--- src/nsrc_pkg.sv ---
// Package: shared types, protocol codes and checksum helpers for the NAT source rewrite.
`timescale 1ns / 1ps
`default_nettype none

package nsrc_pkg;

  localparam int unsigned ProtoW   = 8;
  localparam int unsigned AddrW    = 32;
  localparam int unsigned PortW    = 16;
  localparam int unsigned CsumW    = 16;
  localparam int unsigned SumW     = 19;

  localparam logic [ProtoW-1:0] PROTO_TCP = 8'd6;
  localparam logic [ProtoW-1:0] PROTO_UDP = 8'd17;
  localparam logic [CsumW-1:0]  CSUM_MASK = 16'hFFFF;

  // Fields listed from the highest bit down so that protocol lands in bits 7:0.
  typedef struct packed {
    logic [PortW-1:0]  mapped_port;
    logic [AddrW-1:0]  outside_addr;
    logic              session_present;
    logic [CsumW-1:0]  l4_checksum_in;
    logic [CsumW-1:0]  ip_checksum_in;
    logic [PortW-1:0]  old_src_port;
    logic [AddrW-1:0]  old_src_addr;
    logic [ProtoW-1:0] protocol;
  } nsrc_in_t;

  typedef struct packed {
    logic              translated;
    logic [CsumW-1:0]  l4_checksum_out;
    logic [CsumW-1:0]  ip_checksum_out;
    logic [PortW-1:0]  new_src_port;
    logic [AddrW-1:0]  new_src_addr;
  } nsrc_out_t;

  localparam int unsigned InW      = $bits(nsrc_in_t);
  localparam int unsigned OutW     = $bits(nsrc_out_t);
  localparam int unsigned InBytesW  = ((InW + 7) / 8) * 8;
  localparam int unsigned OutBytesW = ((OutW + 7) / 8) * 8;

  // Fold the end-around carry twice and complement.
  function automatic logic [CsumW-1:0] fold_cpl(input logic [SumW-1:0] s);
    logic [CsumW:0] f1;
    logic [CsumW:0] f2;
    f1 = {1'b0, s[CsumW-1:0]} + {{(CsumW+1-(SumW-CsumW)){1'b0}}, s[SumW-1:CsumW]};
    f2 = {1'b0, f1[CsumW-1:0]} + {{CsumW{1'b0}}, f1[CsumW]};
    return ~f2[CsumW-1:0];
  endfunction

  function automatic logic [CsumW-1:0] upd16(input logic [CsumW-1:0] ck,
                                              input logic [PortW-1:0] oldv,
                                              input logic [PortW-1:0] newv);
    logic [SumW-1:0] s;
    s = {3'b000, ~ck} + {3'b000, ~oldv} + {3'b000, newv};
    return fold_cpl(s);
  endfunction

  function automatic logic [CsumW-1:0] upd32(input logic [CsumW-1:0] ck,
                                              input logic [AddrW-1:0] oldv,
                                              input logic [AddrW-1:0] newv);
    logic [SumW-1:0] s;
    s = {3'b000, ~ck} + {3'b000, ~oldv[15:0]} + {3'b000, ~oldv[31:16]}
      + {3'b000, newv[15:0]} + {3'b000, newv[31:16]};
    return fold_cpl(s);
  endfunction

endpackage

`default_nettype wire

--- src/nat_source_rewrite_checksum.sv ---
// Top level: NAT source rewrite with RFC 1624 incremental checksum update.
`timescale 1ns / 1ps
`default_nettype none

// Takes one packet header word per cycle and returns one result word for each, in order.
// A word passes an input register, the rewrite and checksum logic, and a result register,
// where its result appears. With the output side ready, one word is accepted every
// cycle; when the output stalls, the input register still takes one more word before
// tready drops. TCP (6) and UDP (17) headers with a session get the outside address
// and port and both checksums updated; a UDP checksum of zero stays zero. All other
// words pass through with translated low.
module nat_source_rewrite_checksum (
  input  wire                                  clk_i,
  input  wire                                  rst_ni,
  input  wire                                  s_axis_tvalid_i,
  output logic                                 s_axis_tready_o,
  // protocol, old_src_addr, old_src_port, ip_checksum_in, l4_checksum_in,
  // session_present, outside_addr, mapped_port, zero fill
  input  wire  [nsrc_pkg::InBytesW-1:0]        s_axis_tdata_i,
  output logic                                 m_axis_tvalid_o,
  input  wire                                  m_axis_tready_i,
  // new_src_addr, new_src_port, ip_checksum_out, l4_checksum_out, translated, zero fill
  output logic [nsrc_pkg::OutBytesW-1:0]       m_axis_tdata_o
);
  import nsrc_pkg::*;

  logic      s1_valid_q, s1_valid_d;
  nsrc_in_t  s1_data_q;
  logic      s2_valid_q, s2_valid_d;
  nsrc_out_t s2_data_q;
  nsrc_out_t res;
  logic      s2_ready;
  logic      s1_ready;

  assign s2_ready = !s2_valid_q || m_axis_tready_i;
  assign s1_ready = !s1_valid_q || s2_ready;
  assign s_axis_tready_o = s1_ready;

  nsrc_rewrite u_rewrite (
    .hdr_i (s1_data_q),
    .res_o (res)
  );

  always_comb begin
    s1_valid_d = s1_ready ? s_axis_tvalid_i : s1_valid_q;
    s2_valid_d = s2_ready ? s1_valid_q : s2_valid_q;
  end

  always_ff @(posedge clk_i or negedge rst_ni) begin
    if (!rst_ni) begin
      s1_valid_q <= 1'b0;
      s2_valid_q <= 1'b0;
    end else begin
      s1_valid_q <= s1_valid_d;
      s2_valid_q <= s2_valid_d;
    end
  end

  always_ff @(posedge clk_i) begin
    if (s1_ready && s_axis_tvalid_i) begin
      s1_data_q <= nsrc_in_t'(s_axis_tdata_i[InW-1:0]);
    end
    if (s2_ready && s1_valid_q) begin
      s2_data_q <= res;
    end
  end

  assign m_axis_tvalid_o = s2_valid_q;
  assign m_axis_tdata_o  = {{(OutBytesW-OutW){1'b0}}, s2_data_q};

  a_accept_fills: assert property (@(posedge clk_i) disable iff (!rst_ni)
    s_axis_tvalid_i && s_axis_tready_o |=> s1_valid_q)
    else $error("accepted word not held in input register");

  a_stall_holds: assert property (@(posedge clk_i) disable iff (!rst_ni)
    s1_valid_q && !s2_ready |=> s1_valid_q && $stable(s1_data_q))
    else $error("input register lost a word during stall");

  a_empty_ready: assert property (@(posedge clk_i) disable iff (!rst_ni)
    !s2_valid_q |-> s_axis_tready_o)
    else $error("input blocked while result register empty");

  a_advance: assert property (@(posedge clk_i) disable iff (!rst_ni)
    s1_valid_q && s2_ready |=> s2_valid_q)
    else $error("word not advanced to result register");

endmodule

`default_nettype wire

--- src/nsrc_rewrite.sv ---
// Rewrite logic: source address and port swap with incremental checksum update.
`timescale 1ns / 1ps
`default_nettype none

module nsrc_rewrite (
  input  nsrc_pkg::nsrc_in_t  hdr_i,
  output nsrc_pkg::nsrc_out_t res_o
);
  import nsrc_pkg::*;

  logic             is_l4;
  logic             do_xlate;
  logic             keep_l4;
  logic [CsumW-1:0] ip_upd;
  logic [CsumW-1:0] l4_addr_upd;
  logic [CsumW-1:0] l4_upd;

  assign is_l4    = (hdr_i.protocol == PROTO_TCP) || (hdr_i.protocol == PROTO_UDP);
  assign do_xlate = is_l4 && hdr_i.session_present;
  // UDP with checksum absent: keep zero
  assign keep_l4  = (hdr_i.protocol == PROTO_UDP) && (hdr_i.l4_checksum_in == '0);

  assign ip_upd      = upd32(hdr_i.ip_checksum_in, hdr_i.old_src_addr, hdr_i.outside_addr);
  assign l4_addr_upd = upd32(hdr_i.l4_checksum_in, hdr_i.old_src_addr, hdr_i.outside_addr);
  assign l4_upd      = upd16(l4_addr_upd, hdr_i.old_src_port, hdr_i.mapped_port);

  always_comb begin
    if (do_xlate) begin
      res_o.new_src_addr    = hdr_i.outside_addr;
      res_o.new_src_port    = hdr_i.mapped_port;
      res_o.ip_checksum_out = ip_upd;
      res_o.l4_checksum_out = keep_l4 ? hdr_i.l4_checksum_in : l4_upd;
      res_o.translated      = 1'b1;
    end else begin
      res_o.new_src_addr    = hdr_i.old_src_addr;
      res_o.new_src_port    = hdr_i.old_src_port;
      res_o.ip_checksum_out = hdr_i.ip_checksum_in;
      res_o.l4_checksum_out = hdr_i.l4_checksum_in;
      res_o.translated      = 1'b0;
    end
  end

endmodule

`default_nettype wire

--- config.mk ---
export PLATFORM = sky130hd
export DESIGN_NAME = nat_source_rewrite_checksum
export DESIGN_NICKNAME = d
export VERILOG_FILES = /design/src/nsrc_pkg.sv /design/src/nat_source_rewrite_checksum.sv /design/src/nsrc_rewrite.sv
export SDC_FILE = /design/constraint.sdc
export NUM_CORES = 1
export LEC_CHECK = 0
export BUFFER_PORTS_ARGS = -buffer_cell sky130_fd_sc_hd__buf_2
export CAP_MARGIN = 20
export CORE_MARGIN = 5
export CORE_UTILIZATION = 30
export CTS_BUF_LIST = sky130_fd_sc_hd__clkbuf_2
export DETAILED_ROUTE_END_ITERATION = 8
export PLACE_DENSITY_LB_ADDON = 0.15
export SLEW_MARGIN = 25
export SYNTH_ARGS = -nofsm -noshare
export SYNTH_HDL_FRONTEND = slang
export SYNTH_SLANG_ARGS = --single-unit
--- constraint.sdc ---
create_clock -name clk_i -period 16.4 [get_ports clk_i]
set_input_delay 0.82 -clock clk_i [delete_from_list [all_inputs] [get_ports clk_i]]
set_output_delay 0.82 -clock clk_i [all_outputs]
set_load 0.02 [all_outputs]
==> results of run 1 <==
placed cells by master (no fill, tap or decap), types with 18 or more instances in the layout:
master / netlist / layout
clkbuf_2: 0 / 86
xnor2_1: 90 / 90
inv_1: 235 / 234
o21ai_0: 97 / 96
xor2_1: 53 / 53
nor3_1: 24 / 23
a21oi_1: 72 / 71
fa_1: 71 / 71
buf_2: 0 / 223
nand2_1: 127 / 127
and3_1: 18 / 18
ha_1: 114 / 114
nand3_1: 32 / 32
dlygate4sd3_1: 0 / 139
a21o_1: 27 / 27
edfxtp_1: 218 / 218
nor2_1: 57 / 54
worst reg2reg max path: cells and delay by family, from the launching register on:
| family | cells | cell delay (ps) |
|---|---|---|
| adders and majority gates | 13 | 3820 |
| AOI/OAI and AO/OA | 24 | 4740 |
| xor gates and xnor gates | 6 | 1190 |
| DFF | 1 | 470 |
| and+or+nand+nor | 25 | 4290 |
| buffers and inverters | 3 | 270 |
cell type report:
type	count	area, µm²	area share (%)
flip-flops and latches	220	6600	33.7
multi-input cells	1030	8160	41.7
clock inverters	20	85.1	0.435
inverters	235	882	4.51
repair buffers	370	2570	13.1
clock buffers	86	430	2.20
well taps	680	851	4.35
diodes	1	2.50	0.0128
stage by stage:
stage	utilization [%]	area, µm²	TNS [ps]	instances
floorplan	-	15700	0	1517
global placement	34.1	17600	0	2393
detailed placement	34.1	17600	0	2393
CTS	37.8	19500	0	2638
global route	37.9	19600	-32.1	2642
finish	37.9	19600	0	2642
cell usage after synthesis (3+ instances only):
master	number	area [µm²]
inv_1	235	882
edfxtp_1	218	6550
nand2_1	127	477
ha_1	114	1430
o21ai_0	97	485
xnor2_1	90	788
a21oi_1	72	360
fa_1	71	1420
nor2_1	57	214
xor2_1	53	464
nand3_1	32	160
a21o_1	27	203
clkbuf_1	24	90.1
nor3_1	24	120
and3_1	18	113
nand4_1	17	106
o21a_1	16	120
o21bai_1	15	113
or3_1	13	81.3
a211oi_1	12	90.1
and2_1	11	68.8
nor4_1	11	68.8
nand2b_1	10	62.6
o211ai_1	10	75.1
o31ai_1	10	75.1
or2_2	10	62.6
nor2b_1	8	50.1
a211o_1	7	61.3
a31oi_1	7	43.8
buf_4	7	52.6
nor3b_1	6	45.0
a2111oi_0	5	43.8
a21boi_0	5	37.5
nand3b_1	5	37.5
a2111o_1	4	45.0
o31a_1	4	35.0
a41oi_1	3	26.3
nand4b_1	3	26.3
o311ai_0	3	26.3
path summary, 6_finish.rpt:
check                                          endpoint  cells after the start
max                        m_axis_tdata_o[78]$_DFFE_PP_                     71
max in group asynchronous   m_axis_tvalid_o$_DFFE_PN0P_                      2
min                              s1_valid_q$_DFFE_PN0N_                      2
max reg2reg                m_axis_tdata_o[78]$_DFFE_PP_                     71
min reg2reg                 m_axis_tvalid_o$_DFFE_PN0P_                      1
min in group clk_i          m_axis_tvalid_o$_DFFE_PN0P_                      3
per-layer routing:
| metal | global-route usage [%] | vias up |
|---|---|---|
| li1 | - | 6134 |
| met1 | 22.1 | 5761 |
| met2 | 25.4 | 320 |
| met3 | 2.78 | 61 |
| met4 | 4.33 | 2 |
| met5 | 0 | - |
kinds of logic after synthesis:
| group | count (synthesis) | share of synthesized area, % |
|---|---|---|
| flops | 220 | 42.0 |
| simple gates | 367 | 11.7 |
| other cells | 1 | 0.0239 |
| fa+ha+maj | 185 | 18.1 |
| compound gates | 327 | 13.5 |
| xor+xnor | 143 | 7.98 |
| mux | 1 | 0.0717 |
| buf+inv | 267 | 6.55 |
sequential cells by signal, indices dropped and copies added (netlist names):
register / cells
m_axis_tvalid_o: 1
s1_data_q: 137
m_axis_tdata_o: 81
s1_valid_q: 1
what timing repair did:
action / CTS / global route
setup buffers: 0 / 3
endpoints found under the hold margin: 140 / 0
gates resized for setup: 0 / 10
hold buffers: 139 / 0
setup endpoints to repair: 0 / 12
==> impl_metrics.csv, run 1 <==
group,metric,value,unit
die,die_x,239,µm
timing,fin_ws,1340,ps
die,num_io_pins,238,
yosys,synth_edf_count,218,
yosys,ys_seq_elements,220,
die,die-area,0.0570,mm²
yosys,yosysSeqAreaShare,42.0,%
clock_network,clock_latency,940,ps
worst_setup_path,crit_arrival,15690,ps
yosys,synth.cell_area,0.0157,mm²
timing,post-route-period-util,91.8,%
final_layout,area_growth,24.7,%
drt,wl_per_cell,17.4,µm
hold_path,min_path_type,"primary input to async pin",
place,hpwl,35900,µm
timing,fin_skew,73.6,ps
yosys,synth.avg_cell_area,10.4,µm²
timing,slew_violations,0,
place,preCtsSetupSlack,625,ps
die,start_util,30.4,%
drt,drt-total-wl,46000,µm
worst_setup_path,startpoint_type,"register",
yosys,async_reset_ff_share,0.909,%
drt,drc,0,
drt,drt_first_iter_violations,619,
global_routing,grt.overflow.total,0,
global_routing,grt_pass1_wl,69900,µm
yosys,ys_types,76,
drt,wl_met2,21000,µm
drt,top_signal_layer_used,"met5",
die,core_area,0.0516,mm²
worst_setup_path,cp_common_cell,"ha_1",
clock_network,cts-root-buf,"clkbuf_2",
yosys,ys.flop_type,"edfxtp_1",
final_layout,drive_gt1_share,18.4,%
final_layout,fillers,5147,
die,rows,83,
worst_setup_path,cpPeakStageDelay,530,ps
global_routing,grt_pass1_vias,12416,
drt,met1Wirelength,21500,µm
clock_network,clockBufferDepth,3,
worst_setup_path,reg2reg_slack,1340,ps
final_layout,fin_nets,2249,
worst_setup_path,critical_path.top_delay_family,"compound AO/OA/AOI/OAI gates",
drt,drtPass1Iterations,5,
worst_setup_path,end_kind,"register",
worst_setup_path,r2r-start,"s1_data_q[9]$_DFFE_PP_",
place,routabilityCongestion,0.838,
worst_setup_path,startpoint,"s1_data_q[9]$_DFFE_PP_",
worst_setup_path,crit_fanout,9,
flow_run,maxCapViolations,0,
die,die_h,239,µm
clock_network,h-tree-depth,2,
worst_setup_path,critPathKind,"register to register",
clock_network,clk_pin_slew,100,ps
timing,worstMarginPinSlew,973,ps
worst_setup_path,crit_slowest_cell,"fa_1",
global_routing,grt_use_total,15.8,%
global_routing,grt_max_degree,66,
clock_network,clock-sinks,220,
clock_network,numCtsBuffers,59,
timing,fin_hold_ws,234,ps
clock_network,cts_tree,"built",
global_routing,antenna_found_initial,2,
yosys,yosys_warnings,0,
worst_setup_path,required,17030,ps
worst_setup_path,critical_path_buf_inv_count,3,
timing,setup_viol_count_final,0,
place,port-buffer-count,223,
drt,ant_nets,0,
timing,max_freq,66.4,MHz
yosys,postSynthCellCount,1511,
drt,met3_wirelength,2520,µm
timing,final.min_clock_period,15060,ps
outcome,status,"complete, no violations",
drt,vias_per_cell,4.65,
timing,finalHoldViolCount,0,
drt,routed-via-count,12278,
timing,max_slew_margin,34.6,%
Power of run 1 is left out: the tool's default activity adds up to more than one toggle a clock period on the data nets, which glitch-free logic cannot reach.
==> run 2: changes to the inputs <==
--- a/config.mk
+++ b/config.mk
@@ -7,9 +7,12 @@
 export LEC_CHECK = 0
 export BUFFER_PORTS_ARGS = -buffer_cell sky130_fd_sc_hd__buf_2
 export CAP_MARGIN = 20
-export CORE_MARGIN = 5
+export CELL_PAD_IN_SITES_DETAIL_PLACEMENT = 1
+export CELL_PAD_IN_SITES_GLOBAL_PLACEMENT = 1
+export CORE_MARGIN = 1
 export CORE_UTILIZATION = 30
 export CTS_BUF_LIST = sky130_fd_sc_hd__clkbuf_2
+export CTS_CLUSTER_SIZE = 16
 export DETAILED_ROUTE_END_ITERATION = 8
 export PLACE_DENSITY_LB_ADDON = 0.15
 export SLEW_MARGIN = 25
==> run 2 against run 1 <==
  * Routed wire length up 4.8%
  * Register-to-register slack is essentially flat
  * Core utilization grew 0.30 points
  * Worst setup slack worse by 7.0 ps
  * Highest routed layer is now met4
  * Critical path depth fell by 1
  * Largest cell class unchanged
==> impl_metrics.csv, run 2 (synthesis gave the netlist of run 1 again) <==
group,metric,value,unit
global_routing,antenna_found_initial,1,
outcome,status,"complete, no violations",
worst_setup_path,end_kind,"register",
final_layout,final_common_cell,"inv_1",
clock_network,clock-sinks,220,
worst_setup_path,cp_common_cell,"ha_1",
timing,final.min_clock_period,15070,ps
worst_setup_path,critical_path.top_delay_family,"compound AO/OA/AOI/OAI gates",
hold_path,min_path_type,"primary input to async pin",
worst_setup_path,startpoint_type,"register",
clock_network,clockBufferDepth,3,
worst_setup_path,required,17120,ps
flow_run,maxCapViolations,0,
worst_setup_path,r2r-start,"s1_data_q[8]$_DFFE_PP_",
global_routing,grt_pass1_vias,13417,
worst_setup_path,reg2reg_slack,1330,ps
timing,post-route-period-util,91.9,%
timing,worstMarginPinSlew,970,ps
global_routing,grt_pass1_wl,74700,µm
die,die_x,231,µm
timing,slew_violations,0,
final_layout,utilization,38.2,%
final_layout,largest_reg_flops,137,
global_routing,grt_use_total,18.4,%
drt,drt-total-wl,48200,µm
clock_network,clock_latency,1070,ps
timing,fin_skew,168,ps
drt,ant_nets,0,
final_layout,drive_gt1_share,18.8,%
drt,drt_first_iter_violations,478,
die,die-area,0.0532,mm²
drt,drc,0,
final_layout,area_growth,25.4,%
die,num_io_pins,238,
worst_setup_path,cp.depth,70,
timing,finalHoldViolCount,0,
worst_setup_path,crit_arrival,15790,ps
die,die_h,231,µm
die,rows,83,
clock_network,clk_pin_slew,100,ps
worst_setup_path,crit_end,"m_axis_tdata_o[76]$_DFFE_PP_",
global_routing,grt_max_degree,70,
drt,vias_per_cell,4.73,
place,place_area,0.0176,mm²
drt,routed-via-count,12535,
worst_setup_path,r2r_cells,70,
final_layout,stdcell_area,0.0197,mm²
die,core_area,0.0515,mm²
drt,wl_per_cell,18.2,µm
timing,max_freq,66.4,MHz
final_layout,regMostFlops,"s1_data_q",
worst_setup_path,crit_fanout,5,
global_routing,grt.overflow.total,0,
clock_network,cts-root-buf,"clkbuf_2",
place,port-buffer-count,223,
clock_network,numCtsBuffers,61,
clock_network,h-tree-depth,2,
worst_setup_path,reg2reg_to,"m_axis_tdata_o[76]$_DFFE_PP_",
final_layout,final_cell_mix,"inv_1 (235), buf_2 (223), edfxtp_1 (218)",
drt,drtPass1Iterations,4,
timing,setup_tns,0,ps
die,start_util,30.5,%
place,hpwl,37200,µm
worst_setup_path,startpoint,"s1_data_q[8]$_DFFE_PP_",
worst_setup_path,critical_path_buf_inv_count,4,
worst_setup_path,crit_slowest_cell,"fa_1",
clock_network,cts_tree,"built",
timing,max_slew_margin,35.3,%
final_layout,fin_nets,2253,
worst_setup_path,cpPeakStageDelay,520,ps
place,routabilityCongestion,0.862,
timing,setup_viol_count_final,0,
worst_setup_path,critPathKind,"register to register",
run 2: cell count changes in the layout (fill, tap and decap cells not counted), sizes merged:
cell,before,now
clkinvlp,1,0
clkbuf,86,79
bufinv,0,1
clkinv,18,29
buf,231,233
run 2: metal layers:
metal  GRT usage [%]  part of all wire (%)  vias to the layer above
li1                -                     -                     6135
met1            25.3                    48                     6084
met2            29.6                    46                      259
met3            2.80                   3.8                       57
met4            5.34                   2.0                        0
met5               0                     0                        -
run 2: area by class of cell:
type | instances | area, µm²
multi-input combinational | 1030 | 8220
clock buffer | 79 | 395
inverter | 235 | 882
timing repair buffer | 372 | 2580
antenna | 1 | 2.50
tap | 680 | 851
fill | 5933 | 31800
clock inverter | 31 | 158
sequential | 220 | 6600
run 2: worst min path at each step:
stage                                       from                     endpoint  cells after the start
final                                     rst_ni       s1_valid_q$_DFFE_PN0N_                      2
after global routing                      rst_ni       s1_valid_q$_DFFE_PN0N_                      2
after CTS                        m_axis_tready_i  m_axis_tvalid_o$_DFFE_PN0P_                      3
after detailed placement  s1_valid_q$_DFFE_PN0N_  m_axis_tvalid_o$_DFFE_PN0P_                      1
after global placement    s1_valid_q$_DFFE_PN0N_  m_axis_tvalid_o$_DFFE_PN0P_                      1
after floorplan           s1_valid_q$_DFFE_PN0N_  m_axis_tvalid_o$_DFFE_PN0P_                      1
run 2: what timing repair did:
item,4_1_cts,5_1_grt
setup endpoints to repair,0,15
setup buffers,0,4
hold buffers,139,0
resized for setup,0,23
hold endpoints to repair,140,0
run 2: metrics by stage:
stage,worst slack [ps],hold WS (ps),std cells
CTS,135,49.5,2643
global route,-34.4,117,2648
finish,1330,226,2648
global placement,717,479,2394
floorplan,2960,449,1517
detailed placement,274,484,2394
Power of run 2 is left out for the same reason.
==> run 3: changes to the inputs <==
--- a/config.mk
+++ b/config.mk
@@ -14,7 +14,7 @@
 export CTS_BUF_LIST = sky130_fd_sc_hd__clkbuf_2
 export CTS_CLUSTER_SIZE = 16
 export DETAILED_ROUTE_END_ITERATION = 8
-export PLACE_DENSITY_LB_ADDON = 0.15
+export PLACE_DENSITY = 0.67
 export SLEW_MARGIN = 25
 export SYNTH_ARGS = -nofsm -noshare
 export SYNTH_HDL_FRONTEND = slang
==> run 3 against run 2 <==
  * Hold slack got worse by 76 ps
  * Non-clock buffer count fell by 2
  * Cell area fell by 0.15%
  * Fmax fell by 0.89%
  * Via count rose by 1.1%
  * Critical path depth fell by 1
  * Register-to-register slack got worse by 140 ps
  * Global-route usage rose by 0.063 points
  * Worst setup slack got worse by 140 ps
  * Critical endpoint is now m_axis_tdata_o[78]$_DFFE_PP_
==> impl_metrics.csv, run 3 (synthesis gave the netlist of run 1 again) <==
group,metric,value,unit
outcome,status,"complete, no violations",
worst_setup_path,startpoint_type,"register",
global_routing,grt_use_total,18.4,%
worst_setup_path,r2r_cells,69,
final_layout,regMostFlops,"s1_data_q",
timing,post-route-period-util,92.7,%
worst_setup_path,cpPeakStageDelay,530,ps
timing,finalHoldViolCount,0,
timing,max_freq,65.8,MHz
worst_setup_path,required,17090,ps
worst_setup_path,critPathKind,"register to register",
clock_network,clockBufferDepth,3,
final_layout,final_cell_mix,"inv_1 (235), buf_2 (223), edfxtp_1 (218)",
final_layout,largest_reg_flops,137,
timing,slew_violations,0,
global_routing,grt_max_degree,86,
drt,vias_per_cell,4.80,
final_layout,fin_nets,2249,
clock_network,h-tree-depth,2,
final_layout,area_growth,25.3,%
clock_network,numCtsBuffers,59,
place,routabilityCongestion,0.864,
hold_path,min_path_type,"primary input to register",
timing,worstMarginPinSlew,961,ps
drt,ant_nets,0,
die,core_area,0.0515,mm²
drt,wl_per_cell,18.5,µm
global_routing,grt_pass1_vias,13617,
worst_setup_path,crit_slowest_cell,"fa_1",
worst_setup_path,crit_fanout,7,
worst_setup_path,end_kind,"register",
die,rows,83,
die,die_h,231,µm
die,die-area,0.0532,mm²
worst_setup_path,cp_common_cell,"ha_1",
clock_network,clock-sinks,220,
drt,drt_first_iter_violations,499,
clock_network,clk_pin_slew,100,ps
final_layout,fillers,5949,
clock_network,cts-root-buf,"clkbuf_2",
final_layout,drive_gt1_share,18.3,%
drt,drc,0,
place,hpwl,37300,µm
timing,max_slew_margin,36.0,%
timing,final.min_clock_period,15200,ps
timing,fin_skew,110,ps
die,start_util,30.5,%
final_layout,multiInputGateArea,0.00817,mm²
final_layout,final_common_cell,"inv_1",
timing,setup_viol_count_final,0,
worst_setup_path,crit_arrival,15890,ps
flow_run,maxCapViolations,0,
global_routing,grt_pass1_wl,75100,µm
final_layout,utilization,38.2,%
place,port-buffer-count,223,
drt,routed-via-count,12670,
hold_path,hold_depth,3,
final_layout,seqCellArea,0.00660,mm²
global_routing,grt.overflow.total,0,
drt,drtPass1Iterations,5,
die,num_io_pins,238,
timing,fin_hold_ws,150,ps
clock_network,clock_latency,1070,ps
drt,drt-total-wl,48900,µm
clock_network,cts_tree,"built",
global_routing,antenna_found_initial,3,
die,die_x,231,µm
-- run 3: area by class of cell --
type / count / area share, %
timing repair buffer: 370 / 13.1
tap: 680 / 4.33
sequential: 220 / 33.5
multi-input combinational: 1030 / 41.6
clock inverter: 21 / 0.865
clock buffer: 83 / 2.11
inverter: 235 / 4.49
antenna: 3 / 0.0382
-- run 3: timing repair --
item,4_1_cts,5_1_grt
hold endpoints to repair,140,0
setup endpoints to repair,0,15
hold buffers,139,0
buffers inserted,0,2
gates resized for setup,0,12
-- run 3: per-stage QoR --
| step | setup TNS (ps) | area [µm²] | std cells | setup WS (ps) |
|---|---|---|---|---|
| floorplan | 0 | 15700 | 1517 | 2960 |
| global placement | 0 | 17600 | 2394 | 965 |
| detailed placement | 0 | 17600 | 2394 | 525 |
| CTS | 0 | 19600 | 2637 | 377 |
| global route | -62.1 | 19700 | 2642 | -62.1 |
| finish | 0 | 19700 | 2642 | 1200 |
-- run 3: path summary, 6_finish.rpt --
| check | start | end | slack [ps] |
|---|---|---|---|
| setup / recovery | s1_data_q[9]$_DFFE_PP_ | m_axis_tdata_o[78]$_DFFE_PP_ | 1200 |
| hold / removal | m_axis_tready_i | m_axis_tvalid_o$_DFFE_PN0P_ | 150 |
| setup reg to reg | s1_data_q[9]$_DFFE_PP_ | m_axis_tdata_o[78]$_DFFE_PP_ | 1200 |
| hold reg to reg | s1_valid_q$_DFFE_PN0N_ | m_axis_tvalid_o$_DFFE_PN0P_ | 510 |
| max in group asynchronous | rst_ni | s1_valid_q$_DFFE_PN0N_ | 16130 |
| min in group asynchronous | rst_ni | m_axis_tvalid_o$_DFFE_PN0P_ | 180 |
-- run 3: per-layer routing --
layer	track usage [%]	vias to the layer above	part of all wire (%)
li1	-	6132	-
met1	23.9	6183	45
met2	31.3	278	48
met3	3.03	75	4.1
met4	5.63	2	2.3
met5	0	-	0.027
-- run 3: critical path: cells and delay by family, from the launching register on --
kind                     cells  cell delay, ps
adder cells (fa/ha/maj)     13            3790
buffers and inverters        3             260
AO/OA/AOI/OAI               24            4850
flip-flops                   1             470
AND/OR/NAND/NOR             23            4320
XOR/XNOR                     6            1170
Power of run 3 is left out for the same reason.
